### src/rtl/core/ler_pkg.sv
// ----------------------------------------------------------------------------
// ler_pkg
// Shared types, constants and pointer helpers for the line edit input ring.
// ----------------------------------------------------------------------------
package ler_pkg;

   localparam int RING_DEPTH  = 1024;
   localparam int PTR_W       = $clog2(RING_DEPTH);
   localparam int CNT_W       = $clog2(RING_DEPTH + 1);
   localparam int LINES_W     = 11;
   localparam int QUEUE_DEPTH = 4;
   localparam int Q_IDX_W     = $clog2(QUEUE_DEPTH);
   localparam int Q_CNT_W     = $clog2(QUEUE_DEPTH + 1);

   localparam logic [1:0] CMD_RX     = 2'd0;
   localparam logic [1:0] CMD_FETCH  = 2'd1;
   localparam logic [1:0] CMD_HANGUP = 2'd2;
   localparam logic [1:0] CMD_NONE   = 2'd3;

   localparam logic [7:0] CH_BS       = 8'd8;
   localparam logic [7:0] CH_LF       = 8'd10;
   localparam logic [7:0] CH_CR       = 8'd13;
   localparam logic [7:0] CH_CTRL_MAX = 8'd31;
   localparam logic [7:0] CH_DEL      = 8'd127;
   localparam logic [7:0] CH_HIGH     = 8'h80;
   localparam logic [7:0] CH_CSI      = 8'd155;
   localparam logic [7:0] CH_IAC      = 8'd255;
   localparam logic [7:0] CH_DO       = 8'd253;
   localparam logic [7:0] CH_DONT     = 8'd254;

   typedef enum logic [2:0] {
      OP_NONE,
      OP_STORE,
      OP_ERASE,
      OP_FETCH,
      OP_HANGUP
   } op_type;

   typedef struct packed {
      op_type     op;
      logic [7:0] data;
      logic       is_lf;
      logic       intr_load;
      logic       intr_val;
   } item_type;

   function automatic logic [PTR_W-1:0] next_pos(input logic [PTR_W-1:0] p);
      next_pos = (p == PTR_W'(RING_DEPTH - 1)) ? '0 : p + PTR_W'(1);
   endfunction

   function automatic logic [PTR_W-1:0] prev_pos(input logic [PTR_W-1:0] p);
      prev_pos = (p == '0) ? PTR_W'(RING_DEPTH - 1) : p - PTR_W'(1);
   endfunction

endpackage

### src/rtl/core/ler_front.sv
// ----------------------------------------------------------------------------
// ler_front
// Accepts request words, decodes the command and filters received bytes.
// ----------------------------------------------------------------------------
module ler_front
   import ler_pkg::*;
(
   input  logic       req_valid,
   output logic       req_stall,
   input  logic [1:0] req_cmd,
   input  logic [7:0] req_rx_byte,
   input  logic       req_last_of_read,
   input  logic       q_full,
   output logic       q_push,
   output item_type   q_item
);

   logic keep;

   assign req_stall = q_full;
   assign q_push    = req_valid && !q_full;

   assign keep = (req_rx_byte > CH_CTRL_MAX && req_rx_byte < CH_DEL)
              || (req_rx_byte >= CH_HIGH && req_rx_byte != CH_CSI)
              || (req_rx_byte == CH_LF);

   always_comb begin
      q_item.data      = req_rx_byte;
      q_item.is_lf     = (req_rx_byte == CH_LF);
      q_item.intr_load = 1'b0;
      q_item.intr_val  = (req_rx_byte == CH_LF) || (req_rx_byte == CH_CR);
      q_item.op        = OP_NONE;
      unique case (req_cmd)
         CMD_RX: begin
            q_item.intr_load = req_last_of_read;
            if (req_rx_byte == CH_BS || req_rx_byte == CH_DEL) begin
               q_item.op = OP_ERASE;
            end else if (keep) begin
               q_item.op = OP_STORE;
            end else begin
               q_item.op = OP_NONE;
            end
         end
         CMD_FETCH:  q_item.op = OP_FETCH;
         CMD_HANGUP: q_item.op = OP_HANGUP;
         CMD_NONE:   q_item.op = OP_NONE;
      endcase
   end

endmodule

### config.mk
export PLATFORM = sky130hd
export DESIGN_NAME = ler_front
export DESIGN_NICKNAME = d
export VERILOG_FILES = /design/src/rtl/core/ler_pkg.sv /design/src/rtl/core/ler_front.sv
export SDC_FILE = /design/constraint.sdc
export NUM_CORES = 1
export LEC_CHECK = 0
export BUFFER_PORTS_ARGS = -buffer_cell sky130_fd_sc_hd__buf_2
export CORE_AREA = 2 2 39 41
export DETAILED_ROUTE_END_ITERATION = 12
export DIE_AREA = 0 0 41 43
export PLACE_DENSITY = 0.45
export SYNTH_ARGS = -nofsm -noshare
export SYNTH_HDL_FRONTEND = slang
export SYNTH_SLANG_ARGS = --single-unit
### constraint.sdc
create_clock -name vclk -period 2.3
set_input_delay 0.345 -clock vclk [all_inputs]
set_output_delay 0.345 -clock vclk [all_outputs]
set_load 0.02 [all_outputs]
==> run metrics <==
Rows 14; antenna-violating nets left 0; worst-path fanout max 4; WS Path Type in2out; iteration count of the initial detailed-routing pass 4; largest net degree at the start of global routing 7; RSZ-0062 raised after global routing no; First DRT Iteration DRCs 1; power per cell area 197 nW/um^2; die area 1760 um^2; initial antenna violation count 0; Final Max Slew Viols 0; fmax 0.628 GHz; GPL Wtd Cong 0.724; number of global-route vias before repair 228; Final Hold Violating Endpoints 0; CTS resizes 0; Tmin final 1590 ps; Syn Nets 45; number of buffer and inverter stages on the critical path 2; Worst Setup Start Kind input pin; most common cell after layout, fill and taps aside buf_2; Total GRT Usage 6.49%; fin crit share 69.2%; Unique masters post-synth 16; Placed Area 312 um^2; Final Util 22.5%; adder-cell area share of the yosys netlist 0%; routing usage on met1 8.86%; synthesized area 214 um^2; combinational family with the most area after synthesis simple AND/OR/NAND/NOR gates; Seq. cell area 0 um^2; Buffers on Ports 29; CP max stage cell or3_1; DRT Wirelength 604 um; Synth Instances 32; Area Overhead vs Synth 45.6%; post-synthesis mux area share 0%; Ports 29; gr ovfl total 0; final setup fails 0; design area 312 um^2; crit-path max cell delay 360 ps; number of diodes 0; Initial Utilization 15.5%; CP Capture Type output pin; nets 67; delay-heaviest family, CP simple AND/OR/NAND/NOR gates; Rel. slew slack 82.2%; DRC violations left 0; critical path arrival 1250 ps; most frequent cells in the layout 29 x buf_2, 4 x nor2b_1, 3 x a21oi_1; yosys warns 0; Die H 43 um; HPWL after detailed placement 530 um; Post-Synth XOR/XNOR Area 0%; status complete, no violations; Hold Buf Count CTS 0; Avg WL per Cell 8.88 um; Max IR drop VDD 0.0414 mV; Most Used Layer, Global Route met2; leakage power 0.160 nW; postcts setup bufs 0; Post-Syn Area per Cell 6.69 um^2; min-delay worst type in2out; simple-gate share of the synthesized area 48.0%; core footprint 1380 um^2; first-pass GRT wire length 876 um; number of sequential storage elements 0; vias per cell 4.03; max-cap violations 0; vias 274; cell repeated most along the worst path buf_2; GRT met3 Usage 0%; GR Util met2 11.6%; Synth Area in Compound Gates 18.7%; Worst Tran Pin Value 266 ps; Setup TNS 0 ps; clock buf count 0; sequential cell area fraction in the yosys report 0%; WP data required 1960 ps; layout cell share with drive strength beyond 1 57.7%; FILL cells 165; CP Cell Sequence buf_2 > or3_1 > a21oi_1 > o22ai_1 > buf_2; chip width 41 um
-- cells in the mapped netlist, types with 2 or more instances --
cell type  number  area [um^2]
buf_4           9         67.6
nor3b_1         2         15.0
nand4_1         2         12.5
nor2b_1         4         25.0
a21oi_1         3         15.0
nand2_1         2         7.51
-- cell type report --
type	instances	area, um^2	area share (%)
inverter	1	3.75	1.20
timing repair buffer	29	145	46.6
multi-input combinational	22	143	45.8
tap	16	20.0	6.43
-- worst paths after layout --
kind | startpoint | to | cells after the start
worst max-delay path | req_rx_byte[6] | q_item[11] | 5
worst min-delay path | q_full | req_stall | 2
-- cells by family (layout without fill, tap and decap cells) --
family / count (synthesis) / after routing
AND/OR/NAND/NOR: 16 / 16
AO/OA/AOI/OAI: 6 / 6
buffers and inverters: 10 / 30
-- per-layer routing --
layer / up-vias / wire [um]
met1: 118 / 261
met2: 10 / 304
met4: 0 / 0
met3: 0 / 37
li1: 146 / -
met5: - / 0
-- report_power, final --
group	total, mW	internal (mW)	switching [mW]
combinational	0.0613	0.0243	0.0370
sequential	0	0	0
clock	0	0	0
-- stage by stage --
stage	setup WS, ps	hold slack [ps]	total power, mW	cells
4_1_cts	702	925	0.0618	68
6_report	709	923	0.0613	68
3_3_place_gp	711	922	0.0611	68
2_1_floorplan	750	767	0.0421	32
5_1_grt	610	940	0.0667	68
3_5_place_dp	709	925	0.0616	68
Power figures use the tool's default switching activity.
