$ cat src/rtl/core/ler_pkg.sv
// ----------------------------------------------------------------------------
// ler_pkg
// Shared types, constants and pointer helpers for the line edit input ring.
// ----------------------------------------------------------------------------
package ler_pkg;

   localparam int RING_DEPTH  = 1024;
   localparam int PTR_W       = $clog2(RING_DEPTH);
   localparam int CNT_W       = $clog2(RING_DEPTH + 1);
   localparam int LINES_W     = 11;
   localparam int QUEUE_DEPTH = 4;
   localparam int Q_IDX_W     = $clog2(QUEUE_DEPTH);
   localparam int Q_CNT_W     = $clog2(QUEUE_DEPTH + 1);

   localparam logic [1:0] CMD_RX     = 2'd0;
   localparam logic [1:0] CMD_FETCH  = 2'd1;
   localparam logic [1:0] CMD_HANGUP = 2'd2;
   localparam logic [1:0] CMD_NONE   = 2'd3;

   localparam logic [7:0] CH_BS       = 8'd8;
   localparam logic [7:0] CH_LF       = 8'd10;
   localparam logic [7:0] CH_CR       = 8'd13;
   localparam logic [7:0] CH_CTRL_MAX = 8'd31;
   localparam logic [7:0] CH_DEL      = 8'd127;
   localparam logic [7:0] CH_HIGH     = 8'h80;
   localparam logic [7:0] CH_CSI      = 8'd155;
   localparam logic [7:0] CH_IAC      = 8'd255;
   localparam logic [7:0] CH_DO       = 8'd253;
   localparam logic [7:0] CH_DONT     = 8'd254;

   typedef enum logic [2:0] {
      OP_NONE,
      OP_STORE,
      OP_ERASE,
      OP_FETCH,
      OP_HANGUP
   } op_type;

   typedef struct packed {
      op_type     op;
      logic [7:0] data;
      logic       is_lf;
      logic       intr_load;
      logic       intr_val;
   } item_type;

   function automatic logic [PTR_W-1:0] next_pos(input logic [PTR_W-1:0] p);
      next_pos = (p == PTR_W'(RING_DEPTH - 1)) ? '0 : p + PTR_W'(1);
   endfunction

   function automatic logic [PTR_W-1:0] prev_pos(input logic [PTR_W-1:0] p);
      prev_pos = (p == '0) ? PTR_W'(RING_DEPTH - 1) : p - PTR_W'(1);
   endfunction

endpackage

$ cat src/rtl/core/ler_queue.sv
// ----------------------------------------------------------------------------
// ler_queue
// Short word queue between the decode front and the ring engine.
// ----------------------------------------------------------------------------
module ler_queue
   import ler_pkg::*;
(
   input  logic     clock,
   input  logic     reset,
   input  logic     push,
   input  item_type push_item,
   input  logic     pop,
   output item_type pop_item,
   output logic     full,
   output logic     not_empty
);

   item_type             slot_ff [QUEUE_DEPTH];
   logic [Q_IDX_W-1:0]   wr_idx_ff;
   logic [Q_IDX_W-1:0]   rd_idx_ff;
   logic [Q_CNT_W-1:0]   count_ff;

   assign full      = (count_ff == Q_CNT_W'(QUEUE_DEPTH));
   assign not_empty = (count_ff != '0);
   assign pop_item  = slot_ff[rd_idx_ff];

   always_ff @(posedge clock) begin
      if (reset) begin
         wr_idx_ff <= '0;
         rd_idx_ff <= '0;
         count_ff  <= '0;
      end else begin
         if (push) begin
            wr_idx_ff <= wr_idx_ff + Q_IDX_W'(1);
         end
         if (pop) begin
            rd_idx_ff <= rd_idx_ff + Q_IDX_W'(1);
         end
         if (push && !pop) begin
            count_ff <= count_ff + Q_CNT_W'(1);
         end else if (pop && !push) begin
            count_ff <= count_ff - Q_CNT_W'(1);
         end
      end
   end

   always_ff @(posedge clock) begin
      if (push) begin
         slot_ff[wr_idx_ff] <= push_item;
      end
   end

endmodule

$ cat config.mk
export PLATFORM = sky130hd
export DESIGN_NAME = ler_queue
export DESIGN_NICKNAME = d
export VERILOG_FILES = /design/src/rtl/core/ler_pkg.sv /design/src/rtl/core/ler_queue.sv
export SDC_FILE = /design/constraint.sdc
export NUM_CORES = 1
export LEC_CHECK = 0
export ABC_AREA = 1
export BUFFER_PORTS_ARGS = -buffer_cell sky130_fd_sc_hd__buf_2
export CORE_ASPECT_RATIO = 0.75
export CORE_MARGIN = 4
export CORE_UTILIZATION = 51
export DETAILED_ROUTE_END_ITERATION = 6
export PLACE_DENSITY = 0.76
export SETUP_SLACK_MARGIN = 0.4
export SYNTH_ARGS = -nofsm -noshare
export SYNTH_HDL_FRONTEND = slang
export SYNTH_SLANG_ARGS = --single-unit
$ cat constraint.sdc
create_clock -name clock -period 1.2 [get_ports clock]
set_input_delay 0.12 -clock clock [delete_from_list [all_inputs] [get_ports clock]]
set_output_delay 0.12 -clock clock [all_outputs]
set_load 0.01 [all_outputs]
==> results.json <==
{
  "grt_pass1_vias": 2057,
  "grt_usage_pct": 26.2,
  "cap_violations": 0,
  "routed_wl_um": 7890,
  "routed-wl-met3_um": 675,
  "critical_path.top_delay_family": "buffers and inverters",
  "p_switching_uw": 1590,
  "synth-seq-cells": 65,
  "placementRows": 21,
  "fin_util_pct": 88.9,
  "grt_max_degree": 15,
  "yosysWarnings": 0,
  "layout.cells.non_filler": 339,
  "clock_path_buffers": 2,
  "fin_ws_ns": -0.325,
  "ir_worst_vdd_uv": 2040,
  "relSlewSlack_pct": 80.5,
  "yosys-top-cells-area": "edfxtp_1 66%, dfxtp_1 7.1%, o21ai_0 5.3%, nor2_1 5.2%, o22ai_1 3.4%",
  "finalClockSkew_ns": 0.0123,
  "syn_nets": 218,
  "internal_power_uw": 4270,
  "crit_path_start_kind": "register",
  "final_max_slew_viol_count": 0,
  "synth_top_area_cell": "edfxtp_1",
  "dp.cells": 289,
  "yosysMostFrequentCell": "edfxtp_1",
  "io_buffer_count": 33,
  "firstDrtPassIters": 4,
  "viasPerCell": 5.89,
  "rsz0062_at_grt": "true",
  "async_flop_share_pct": 0,
  "h-tree-depth": 3,
  "finalCritPeriodShare_pct": 127,
  "power_density_nw_per_um2": 1430,
  "netlist_area_um2": 2540,
  "r2r_slack_ns": -0.16,
  "fin_nets": 301,
  "wirelength_met1_um": 3200,
  "p_leak_uw": 0.00151,
  "die-area_um2": 6190,
  "violations": "setup timing",
  "clock_latency_ns": 0.35,
  "met2WireLength_um": 3840,
  "clkSinkCount": 65,
  "n_fill_cell": 177,
  "setup_viol": 69,
  "worstSetupPathType": "reg2out",
  "arrival_ns": 1.40,
  "cp_slowest_stage_delay_ns": 0.37,
  "cts_made_buffers": 9,
  "tightest_slew_ns": 0.293,
  "synth_edf_count": 56,
  "dpl.hpwl_um": 3180,
  "avgRoutedWirePerCell_um": 23.3,
  "crit_top_cell": "buf_6",
  "core-area_um2": 4620,
  "finalHoldViolCount": 0,
  "antenna_found_initial": 0,
  "slowest_stage": "dfxtp_4",
  "hp-class": "in2reg",
  "die_h_um": 69.1,
  "globalRouteOverflowTotal": 0,
  "critPathRequiredTime_ns": 1.08,
  "drt_iter0_drc": 192,
  "p_clk_share_pct": 35.3,
  "cts-root-buf": "clkbuf_8",
  "dr_total_vias": 1998,
  "synth_top_area_share_pct": 66.2,
  "grt_pass1_wl_um": 11400,
  "highest_layer": "met4",
  "swShare_pct": 27.2,
  "place.gp.congestion": 0.712,
  "ys_seq_area_share_pct": 73.3,
  "antenna_cells": 0,
  "status": "complete, but fails checks",
  "combPwrFrac_pct": 19.1,
  "synthTopCellsByCount": "56 x edfxtp_1, 35 x nor2_1, 27 x o21ai_0, 15 x inv_1, 14 x o22ai_1",
  "drc": 0,
  "cts_tree": "done",
  "cp_cell_sequence": "buf_6, buf_6, o21ai_2, o22ai_2, buf_2",
  "die_w_um": 89.5,
  "synth.avg_cell_area_um2": 13.1,
  "timing.fmax_ghz": 0.656,
  "finalCriticalPeriod_ns": 1.52,
  "seqPwrFrac_pct": 45.6,
  "ys.flop_type": "edfxtp_1",
  "start_util_pct": 54.9,
  "ant_nets": 0,
  "clkSlewWorstSetupHoldPaths_ns": 0.08,
  "ys_types": 21,
  "syn_to_final_growth_pct": 61.9,
  "syn_inst": 194,
  "crit_fanout": 4,
  "finalPower_uw": 5860,
  "io-pin-count": 34,
  "drive_gt1_share_pct": 62.8,
  "worst_setup_path_end_kind": "output pin",
  "crit_buf_inv": 3
}
-- metrics by stage --
stage | instance area (um^2) | hold slack [ns] | setup slack [ns] | TNS (ns)
final | 4110 | 0.0244 | -0.325 | -7.13
after floorplan | 2810 | 0.185 | 0.0680 | 0
after CTS | 4030 | 0.00154 | -0.259 | -6.23
after detailed placement | 3090 | 0.292 | -0.132 | -3.22
after global placement | 3090 | 0.288 | -0.0794 | -2.66
after global routing | 4110 | 0.0137 | -0.383 | -9.57
-- logic make-up (layout without fill, tap and decap cells) --
logic type      Yosys count  in the layout  share of synthesized area [%]
flops                    65             65                           73.3
compound gates           50             50                           10.5
simple gates             48             48                           7.29
buf+inv                  24            112                           5.27
fa+ha+maj                 6              6                           3.25
xor+xnor                  1              1                          0.345
-- state kept, by name, indices dropped and copies added (netlist names), named ones only --
signal and flops:
count_ff 3, slot_ff 56, rd_idx_ff 2, wr_idx_ff 2
-- metal layers --
metal,vias up,track usage (%)
met1,993,34.9
met5,-,0
li1,865,-
met4,0,7.77
met3,17,9.40
met2,123,40.4
-- area by class of cell --
class	instances	area, um^2	area share [%]
multi-input combinational	105	1030	25.1
clock inverter	7	95.1	2.31
sequential	65	1880	45.8
timing repair inverter	1	16.3	0.395
inverter	17	115	2.80
tap	57	71.3	1.73
timing repair buffer	78	776	18.9
clock buffer	9	124	3.01
-- power by group through the flow --
stage | Combinational, uW | Clock [uW] | Sequential, uW
after floorplan | 437 | 0 | 2670
after global placement | 649 | 0 | 2680
after detailed placement | 670 | 0 | 2680
after CTS | 993 | 2030 | 2650
after global routing | 1190 | 2200 | 2680
final | 1120 | 2070 | 2670
-- what timing repair did --
action                                 CTS  global route
pin swaps                               23            11
hold buffers                            14             0
gates resized for setup                 94            25
gates cloned                             6             0
setup buffers                           12             2
endpoints found under the hold margin   53             0
setup endpoints to repair               77            79
-- placed cells by master, fill, tap and decap left out, types with 3 or more instances in the layout --
| cell | synthesis | routed |
|---|---|---|
| ha_4 | 0 | 5 |
| dlygate4sd3_1 | 0 | 14 |
| inv_1 | 15 | 3 |
| o21ai_1 | 6 | 10 |
| inv_4 | 0 | 3 |
| o21ai_4 | 0 | 8 |
| buf_12 | 1 | 7 |
| dfxtp_2 | 0 | 3 |
| inv_2 | 2 | 5 |
| buf_16 | 0 | 3 |
| o21ai_2 | 0 | 15 |
| edfxtp_1 | 56 | 56 |
| buf_4 | 2 | 7 |
| dfxtp_4 | 0 | 5 |
| buf_6 | 2 | 12 |
| clkbuf_8 | 0 | 9 |
| clkinvlp_4 | 0 | 5 |
| nor2_4 | 0 | 12 |
| nand2_4 | 0 | 6 |
| buf_2 | 0 | 32 |
| nor2_2 | 0 | 8 |
| nor2_1 | 35 | 15 |
| o22ai_2 | 0 | 14 |
-- final timing paths --
kind / start / to / cells after the start
setup reg to reg: wr_idx_ff[1] / slot_ff[0][11] / 7
hold / removal: push_item[0] / slot_ff[1][0] / 1
setup / recovery: register / pop_item[6] / 5
hold reg to reg: rd_idx_ff[1] / rd_idx_ff[1] / 1
Note: power is estimated with default switching activity, not from simulation.
